`src/design/dccf_pkg.sv`:
```
// ============================================================================
// Draw command compact/fuse package
// Shared transaction types and queue constants for the draw command fuser.
// ============================================================================
`default_nettype none

package dccf_pkg;

    // Result queue geometry: one item may push two results in one cycle.
    localparam int QDEPTH  = 4;
    localparam int QPTR_W  = $clog2(QDEPTH);
    localparam int QCNT_W  = $clog2(QDEPTH + 1);

    // One incoming draw command.
    typedef struct packed {
        logic [31:0]        index_count;
        logic [31:0]        instance_count;
        logic [31:0]        first_index;
        logic signed [31:0] base_vertex;
        logic [31:0]        base_instance;
        logic               batch_end;
    } cmd_t;

    // One emitted, possibly fused, draw command.
    typedef struct packed {
        logic [31:0]        out_count;
        logic [31:0]        out_instances;
        logic [31:0]        out_first;
        logic signed [31:0] out_base_vertex;
        logic [31:0]        out_base_instance;
        logic               last_of_batch;
        logic               batch_empty;
    } res_t;

    // Results produced by one processed item, in order r0 then r1.
    typedef struct packed {
        logic [1:0] num;
        res_t       r0;
        res_t       r1;
    } push_t;

endpackage

`default_nettype wire

```
`src/design/dccf_core.sv`:
```
// ============================================================================
// Draw command fuse core
// Holds the pending command, decides fuse or emit for each processed item and
// produces zero, one or two results per item.
// ============================================================================
`default_nettype none

module dccf_core
    import dccf_pkg::*;
#(
    parameter int MAX_BATCH = 1024
)
(
    input  wire logic  clk,
    input  wire logic  rst_n,
    input  wire logic  go,
    input  wire cmd_t  item,
    output push_t      push
);

    localparam int SEEN_W = $clog2(MAX_BATCH + 1);

    logic               held_valid_reg, held_valid_next;
    logic [31:0]        held_count_reg, held_count_next;
    logic [31:0]        held_instances_reg, held_instances_next;
    logic [31:0]        held_first_reg, held_first_next;
    logic signed [31:0] held_base_vertex_reg, held_base_vertex_next;
    logic [31:0]        held_base_instance_reg, held_base_instance_next;
    logic [SEEN_W-1:0]  seen_reg, seen_next;

    logic take;
    logic live;
    logic fuse;
    logic emit_old;
    res_t old_res;
    res_t flush_res;

    // Fuse decision and next held command.
    always_comb
    begin
        take = (seen_reg < SEEN_W'(MAX_BATCH));
        live = take && (item.index_count != 32'd0);
        fuse = held_valid_reg && (held_base_vertex_reg == item.base_vertex) &&
               ((held_first_reg + held_count_reg) == item.first_index);
        emit_old = live && !fuse && held_valid_reg;

        held_valid_next         = held_valid_reg;
        held_count_next         = held_count_reg;
        held_instances_next     = held_instances_reg;
        held_first_next         = held_first_reg;
        held_base_vertex_next   = held_base_vertex_reg;
        held_base_instance_next = held_base_instance_reg;
        seen_next               = seen_reg;

        if (take)
        begin
            seen_next = seen_reg + SEEN_W'(1);
        end
        if (live)
        begin
            held_valid_next = 1'b1;
            if (fuse)
            begin
                held_count_next = held_count_reg + item.index_count;
            end
            else
            begin
                held_count_next         = item.index_count;
                held_instances_next     = item.instance_count;
                held_first_next         = item.first_index;
                held_base_vertex_next   = item.base_vertex;
                held_base_instance_next = item.base_instance;
            end
        end
    end

    // Result records: the displaced command and the end-of-batch flush.
    always_comb
    begin
        old_res.out_count         = held_count_reg;
        old_res.out_instances     = held_instances_reg;
        old_res.out_first         = held_first_reg;
        old_res.out_base_vertex   = held_base_vertex_reg;
        old_res.out_base_instance = held_base_instance_reg;
        old_res.last_of_batch     = 1'b0;
        old_res.batch_empty       = 1'b0;

        if (held_valid_next)
        begin
            flush_res.out_count         = held_count_next;
            flush_res.out_instances     = held_instances_next;
            flush_res.out_first         = held_first_next;
            flush_res.out_base_vertex   = held_base_vertex_next;
            flush_res.out_base_instance = held_base_instance_next;
            flush_res.batch_empty       = 1'b0;
        end
        else
        begin
            flush_res.out_count         = 32'd0;
            flush_res.out_instances     = 32'd0;
            flush_res.out_first         = 32'd0;
            flush_res.out_base_vertex   = 32'sd0;
            flush_res.out_base_instance = 32'd0;
            flush_res.batch_empty       = 1'b1;
        end
        flush_res.last_of_batch = 1'b1;

        push.num = 2'd0;
        push.r0  = emit_old ? old_res : flush_res;
        push.r1  = flush_res;
        if (go)
        begin
            push.num = {1'b0, emit_old} + {1'b0, item.batch_end};
        end
    end

    // Control state.
    always_ff @(posedge clk or negedge rst_n)
    begin
        if (!rst_n)
        begin
            held_valid_reg <= 1'b0;
            seen_reg       <= '0;
        end
        else if (go)
        begin
            if (item.batch_end)
            begin
                held_valid_reg <= 1'b0;
                seen_reg       <= '0;
            end
            else
            begin
                held_valid_reg <= held_valid_next;
                seen_reg       <= seen_next;
            end
        end
    end

    // Held command payload.
    always_ff @(posedge clk)
    begin
        if (go)
        begin
            held_count_reg         <= held_count_next;
            held_instances_reg     <= held_instances_next;
            held_first_reg         <= held_first_next;
            held_base_vertex_reg   <= held_base_vertex_next;
            held_base_instance_reg <= held_base_instance_next;
        end
    end

endmodule

`default_nettype wire

```
`src/design/dccf_queue.sv`:
```
// ============================================================================
// Result queue
// Small register queue that takes up to two results per cycle and delivers
// one result per cycle on the output channel when res_stall is low.
// ============================================================================
`default_nettype none

module dccf_queue
    import dccf_pkg::*;
(
    input  wire logic  clk,
    input  wire logic  rst_n,
    input  wire push_t push,
    output logic       room,
    output logic [QCNT_W-1:0] level,
    output logic       res_valid,
    input  wire logic  res_stall,
    output res_t       res
);

    res_t              mem [QDEPTH];
    logic [QPTR_W-1:0] wr_reg, wr_next;
    logic [QPTR_W-1:0] rd_reg, rd_next;
    logic [QCNT_W-1:0] count_reg, count_next;
    logic              pop;

    // Pointer and occupancy update.
    always_comb
    begin
        res_valid  = (count_reg != '0);
        pop        = res_valid && !res_stall;
        wr_next    = wr_reg + QPTR_W'(push.num);
        rd_next    = rd_reg + QPTR_W'(pop);
        count_next = count_reg + QCNT_W'(push.num) - QCNT_W'(pop);
        room       = (count_reg <= QCNT_W'(QDEPTH - 2));
        res        = mem[rd_reg];
        level      = count_reg;
    end

    always_ff @(posedge clk or negedge rst_n)
    begin
        if (!rst_n)
        begin
            wr_reg    <= '0;
            rd_reg    <= '0;
            count_reg <= '0;
        end
        else
        begin
            wr_reg    <= wr_next;
            rd_reg    <= rd_next;
            count_reg <= count_next;
        end
    end

    // Storage writes: first result at the write pointer, second one after it.
    always_ff @(posedge clk)
    begin
        if (push.num != 2'd0)
        begin
            mem[wr_reg] <= push.r0;
        end
        if (push.num == 2'd2)
        begin
            mem[wr_reg + QPTR_W'(1)] <= push.r1;
        end
    end

endmodule

`default_nettype wire

```
`src/design/draw_command_compact_fuse_unit.sv`:
```
// A command accepted into the input register is processed once the queue has
// room for two results; its results then queue behind any earlier results.
// Throughput: one command per cycle while results drain at one per cycle; an item
// that ends a batch and also displaces a held command pushes two results.
// Reset: asynchronous, active low; clears the held command, batch count and queue.
// ============================================================================
// Draw command compact/fuse unit
// Drops empty/over-limit draws, fuses adjacent same-vertex ones, flushes batches.
// ============================================================================
`default_nettype none

module draw_command_compact_fuse_unit
    import dccf_pkg::*;
#(
    parameter int MAX_BATCH = 1024
)
(
    input  wire logic clk,
    input  wire logic rst_n,
    input  wire logic cmd_valid,
    output logic      cmd_stall,
    input  wire cmd_t cmd,
    output logic      res_valid,
    input  wire logic res_stall,
    output res_t      res
);

    cmd_t              cmd_reg;
    logic              cmd_full_reg, cmd_full_next;
    logic              accept;
    logic              go;
    logic              room;
    logic [QCNT_W-1:0] level;
    push_t             push;

    // Input stage: an item is processed once the queue has space for two results.
    always_comb
    begin
        go            = cmd_full_reg && room;
        cmd_stall     = cmd_full_reg && !room;
        accept        = cmd_valid && !cmd_stall;
        cmd_full_next = accept || (cmd_full_reg && !go);
    end

    always_ff @(posedge clk or negedge rst_n)
    begin
        if (!rst_n)
        begin
            cmd_full_reg <= 1'b0;
        end
        else
        begin
            cmd_full_reg <= cmd_full_next;
        end
    end

    always_ff @(posedge clk)
    begin
        if (accept)
        begin
            cmd_reg <= cmd;
        end
    end

    dccf_core #(
        .MAX_BATCH (MAX_BATCH)
    ) u_core (
        .clk   (clk),
        .rst_n (rst_n),
        .go    (go),
        .item  (cmd_reg),
        .push  (push)
    );

    dccf_queue u_queue (
        .clk       (clk),
        .rst_n     (rst_n),
        .push      (push),
        .room      (room),
        .level     (level),
        .res_valid (res_valid),
        .res_stall (res_stall),
        .res       (res)
    );

`ifndef ASSERT_OFF
    // The queue never holds more results than it has entries.
    a_level_bound: assert property (@(posedge clk) disable iff (!rst_n)
        level <= QCNT_W'(QDEPTH))
        else $error("result queue overflow");

    // Processing only happens with space for two results.
    a_push_room: assert property (@(posedge clk) disable iff (!rst_n)
        (push.num != 2'd0) |-> room)
        else $error("results pushed without queue space");

    // An empty-batch result is the last of its batch and carries zero fields.
    a_empty_form: assert property (@(posedge clk) disable iff (!rst_n)
        (res_valid && res.batch_empty) |->
            (res.last_of_batch && res.out_count == 32'd0 && res.out_first == 32'd0))
        else $error("malformed empty-batch result");

    // A pushed pair always ends with the batch flush.
    a_pair_last: assert property (@(posedge clk) disable iff (!rst_n)
        (push.num == 2'd2) |-> (push.r1.last_of_batch && !push.r0.last_of_batch))
        else $error("two results pushed without a batch flush");
`endif

endmodule

`default_nettype wire

```
`config.mk`:
```
export PLATFORM = sky130hd
export DESIGN_NAME = draw_command_compact_fuse_unit
export DESIGN_NICKNAME = d
export VERILOG_FILES = /design/src/design/dccf_pkg.sv /design/src/design/dccf_core.sv /design/src/design/dccf_queue.sv /design/src/design/draw_command_compact_fuse_unit.sv
export SDC_FILE = /design/constraint.sdc
export NUM_CORES = 2
export LEC_CHECK = 0
export BUFFER_PORTS_ARGS = -buffer_cell sky130_fd_sc_hd__buf_2
export CELL_PAD_IN_SITES_DETAIL_PLACEMENT = 1
export CELL_PAD_IN_SITES_GLOBAL_PLACEMENT = 1
export CORE_UTILIZATION = 52
export DETAILED_ROUTE_END_ITERATION = 10
export PLACE_DENSITY_LB_ADDON = 0.1
export SYNTH_ARGS = -nofsm -noshare
export SYNTH_HDL_FRONTEND = slang
export SYNTH_HIERARCHICAL = 1
export SYNTH_SLANG_ARGS = --single-unit
```
`constraint.sdc`:
```
create_clock -name clk -period 24.3 [get_ports clk]
set_clock_uncertainty 0.2 [all_clocks]
set_input_delay 4.86 -clock clk [delete_from_list [all_inputs] [get_ports clk]]
set_output_delay 4.86 -clock clk [all_outputs]
set_load 0.01 [all_outputs]
```
### After elaboration in Yosys (flattened, before gate mapping)

Memory sizes are Yosys's and may differ from the RTL's.
Index checks and enable logic that the tools add are counted.
W data, S select, Z words.

* bits in latches: 0
* memories kept: 1
* logic and storage cells: 75
* RAM bits: 648
* input port bits: 165
* output and inout port bits: 164
* register bits: 341
* memory bits (read-only): 0

* magnitude comparators: 2
* div/mod/pow operators: 0
* $mul: 0
* bitwise gates (word level): 0
* add/sub/neg operators: 9
* mux-type cells: 22
* reduce and logical (&&, ||, !) cells: 21
* eq/ne operators: 3
* shift operators: 0

Memory list
* u_queue.mem: depth 4, width 162, rd ports 1, clocked after memory_dff 0, wr ports 2, RTL line dccf_queue.sv:21 `res_t mem [QDEPTH];`

Operators with widths (count)
* $mux W32: 10
* $mux W162: 1
* $mux W160: 1
* $add A32 B32 Y32: 2
* $eq A32 B32 Y1: 2
* $reduce_bool A32 Y1: 1
* $mux W11: 2
* $add A11 B1 Y11 const B: 1
* $lt A11 B11 Y1 const B: 1
* $logic_and A1 B1 Y1: 10
* $mux W1: 7
* $logic_not A1 Y1: 5
* $reduce_bool A2 Y1: 2
* $add A3 B2 Y3: 1
* $le A3 B2 Y1 const B: 1
* $reduce_bool A3 Y1: 1
* $sub A3 B1 Y3: 1
* $add A1 B1 Y2: 1
* $add A2 B1 Y2: 1
* $add A2 B1 Y2 const B: 1
* $add A2 B2 Y2: 1
* $eq A2 B2 Y1 const B: 1
* $mux W2: 1
* $reduce_and A2 Y1: 1
* $logic_or A1 B1 Y1: 1

### Depth between registers and ports, before layout

* depth after elaboration: 11
* gate-level depth with buffers: 20
* gate-level depth less buffers: 19

### Hierarchy

Netlist, hierarchy kept.

Modules (own cells, without submodules)
* dccf_queue: cells each 1605, sequential area each 19633.8 um2, times used 1, area each 31328.8 um2
* dccf_core: cells each 1918, sequential area each 5104.9 um2, times used 1, area each 16215.6 um2
* draw_command_compact_fuse_unit: cells each 167, sequential area each 4859.7 um2, times used 1, area each 4898.4 um2

### Worst setup path before layout

OpenSTA, ideal clock, no wires.

* path type: register -> register
* from: reg u_queue.count_reg[1] (netlist: u_queue/level[1])
* to: mem u_queue/mem[0][0] (netlist name) (enable)
* setup time: 0.907 ns
* stages on the path, launching flop included: 9
* slack: 6.701 ns
* clock period less this slack: 17.599 ns
* data arrival time: 16.492 ns
* cell sequence: dfrtp_1 > a21oi_1 > and2_1 > clkbuf_1 > nand2_1 > mux2i_1 > clkbuf_2 > o21bai_1 > o21ai_0

RTL lines
* start: declaration: RTL line dccf_queue.sv:24 `logic [QCNT_W-1:0] count_reg, count_next;`
* start signal: assignment: RTL line dccf_queue.sv:52 `count_reg <= count_next;`
* end: declaration: RTL line dccf_queue.sv:21

==> run metrics <==
status=finished, final reports clean; DRC violations left=0; GRT Max-Usage Layer=met2; Post-layout nets=4170; predominant post-synthesis flop cell=edfxtp_1; worst-path fanout max=47; CTS Sinks=989; VDD IR max=slightly below 0.00008 V; Startpoint Class=flip-flop; Die H=approximately 320 µm; clk slew on worst S/H paths=0.06 ns; first-pass GRT wire length=236400 µm; PwrDens=140.2 nW/µm²; Tmin final=between 9 and 10 ns; fmax=109.8 MHz; Final Cycle Share=0.3749; Core Box Area=100000 µm²; Final ANT Viol Nets=0; largest net degree at the start of global routing=144; GR Layer Usage met3=0.04908; DR vias/cell=6.376; Max-Cap Viols=0; CTS max path bufs=3; GRT Residual Overflow=0; final hold vios=0; setup repair bufs after CTS=0; later-pin clock latency in the skew report=0.71 ns; Inserted Clock Buffers=~110; total I/O pin count=329; hold_ws=about 0.31 ns; WL/cell=29.53 µm; most common cell in the netlist=edfxtp_1; CTS tree=built; post-synth top area share=0.5549; GRT Util Overall=0.3077; Hold-fix buffers, CTS=0; flip-flop and latch count after synthesis=between 900 and 1000; Yosys cell types=83; initial core utilization=0.5244; syn nets=3924; register area share after synthesis=0.5644; H-tree levels=3; relative slew slack=0.2186; Slew @ Worst Pin=roughly 1.1 ns; Post-Syn Area per Cell=14.21 µm²; root buf cell=clkbuf_16; IO buf count=328; RSZ-0062 raised after global routing=no; Pins Over Slew Limit=0; Post-CTS Resized=0; commonest cells in the netlist=edfxtp_1 (969), mux2_2 (659), nand2_1 (394); Syn Inst Count=3690; LEAKAGE=20.75 nW; biggest area consumer among synthesized cells=edfxtp_1; warning count from the yosys run=6; WL final=about 160000 µm; WP data required=just under 20 ns; Setup CP Type=reg2out; first-pass detailed-route iteration total=5; layout cells sized above 1=0.3562; Place WS=15.71 ns; max reg flops=approximately 650; FFs w/ async S/R, synth=0.02022; met1 GRT Util=0.3899; Rows=116; initial drt markers=2495; crit path DAT=4.05 ns; initial antenna violation count=21; final setup vio count=0; reg-to-reg slack, setup=15.64 ns; largest cells by area after synthesis=edfxtp_1 (55%), mux2_2 (14%), mux4_2 (7.0%), nand2_1 (2.8%), mux2_1 (1.9%); die area=102100 µm²; Die X=319.6 µm; DP Wirelength=~96000 µm; final RePlAce weighted congestion=0.8945; EDFF count, synth=approximately 970; slack of the critical path=15.19 ns; CP Capture Type=output port; synthesized area=52440 µm²; vias in the first global route=37226; GR Util met2=0.5364; synth-to-layout area growth=11.67%; via count=33970; HP Class=reg2reg; setup TNS=0 ns
-- cells by family (layout without fill, tap and decap cells) --
| logic type | count (synthesis) | in the layout | share of synthesized area |
|---|---|---|---|
| multiplexers | 941 | 941 | 0.2386 |
| XOR/XNOR | 104 | 104 | 0.01737 |
| AO/OA/AOI/OAI | 654 | 654 | 0.08157 |
| buffers and inverters | 280 | 613 | 0.02496 |
| adder cells (fa/ha/maj) | 69 | 69 | 0.01689 |
| flip-flops | 989 | 989 | 0.5644 |
| AND/OR/NAND/NOR | 652 | 652 | 0.05614 |
| other | 1 | 8 | 0.00007151 |
-- cells in the final DEF, fill, tap and decap left out, drive strengths merged, types with 9 or more instances in the layout --
master / instances
nor2b: 14
or3: 9
nand2: 395
nor2: 56
nor3b: 10
dfrtp: 20
a21oi: 99
o21ai: 197
nand3: 51
clkinv: 43
xor2: 32
a31oi: 9
nor3: 26
buf: 381
mux2: 775
clkbuf: 142
o31ai: 11
ha: 66
xnor2: 72
nand4: 22
and3: 13
nand2b: 14
inv: 37
o211ai: 23
edfxtp: 969
a31o: 27
a211oi: 11
nor4: 19
a2111oi: 9
and2: 10
a21boi: 127
o21a: 18
a21o: 46
mux4: 162
o21bai: 11
bufinv: 9
a22oi: 17
-- per-stage QoR --
step	cell area, µm²	power [mW]	std cells	utilization
CTS	58540	8.245	5321	0.5854
global route	58560	8.602	5327	0.5856
floorplan	52440	5.439	3690	-
finish	58560	8.210	5328	0.5856
detailed placement	55050	6.567	5121	0.5505
global placement	55050	6.389	5121	0.5505
-- routing by layer --
metal  vias up  routed length (µm)  share of wire
met1     17749               64780           0.41
met5         -                 160         0.0010
met4        24                4645          0.030
li1      14893                   -              -
met2      1033               79230           0.50
met3       271                8511          0.054
-- worst max-delay path, cell delays in order, from the launching register on --
cell,delay [ns]
dfrtp_4,0.62
buf_4,0.76
buf_4,0.96
mux4_2,0.67
buf_2,0.17
-- cell type report --
cell class                 instances  area (µm²)
fill                            9535       41440
multi-input combinational       2421       21640
antenna                            7       17.52
tap                             1298        1624
clock inverter                    58       525.5
sequential                       989       29610
timing repair buffer             381        2052
inverter                          32       122.6
clock buffer                     142        2968
-- report_power, final --
part | internal (mW) | switching, mW
Combinational | 1.48 | 2.09
Sequential | 2.70 | 0.298
Clock | 0.952 | 0.691
Total | 5.13 | 3.08
-- final timing paths --
| check | from | end | depth (start not counted) |
|---|---|---|---|
| max reg2reg | u_core/held_valid_reg$_DFFE_PN0P_ | u_queue/mem[2][17]$_DFFE_PP_ | 15 |
| min reg2reg | u_queue/level[2]$_DFF_PN0_ | u_queue/level[2]$_DFF_PN0_ | 1 |
| max | u_queue/rd_reg[0]$_DFF_PN0_ | res[33] | 4 |
| min in group asynchronous | rst_n | cmd_full_reg$_DFF_PN0_ | 1 |
| max in group asynchronous | rst_n | u_core/held_valid_reg$_DFFE_PN0P_ | 1 |
| min | u_queue/level[2]$_DFF_PN0_ | u_queue/level[2]$_DFF_PN0_ | 1 |
Power figures use the tool's default switching activity.
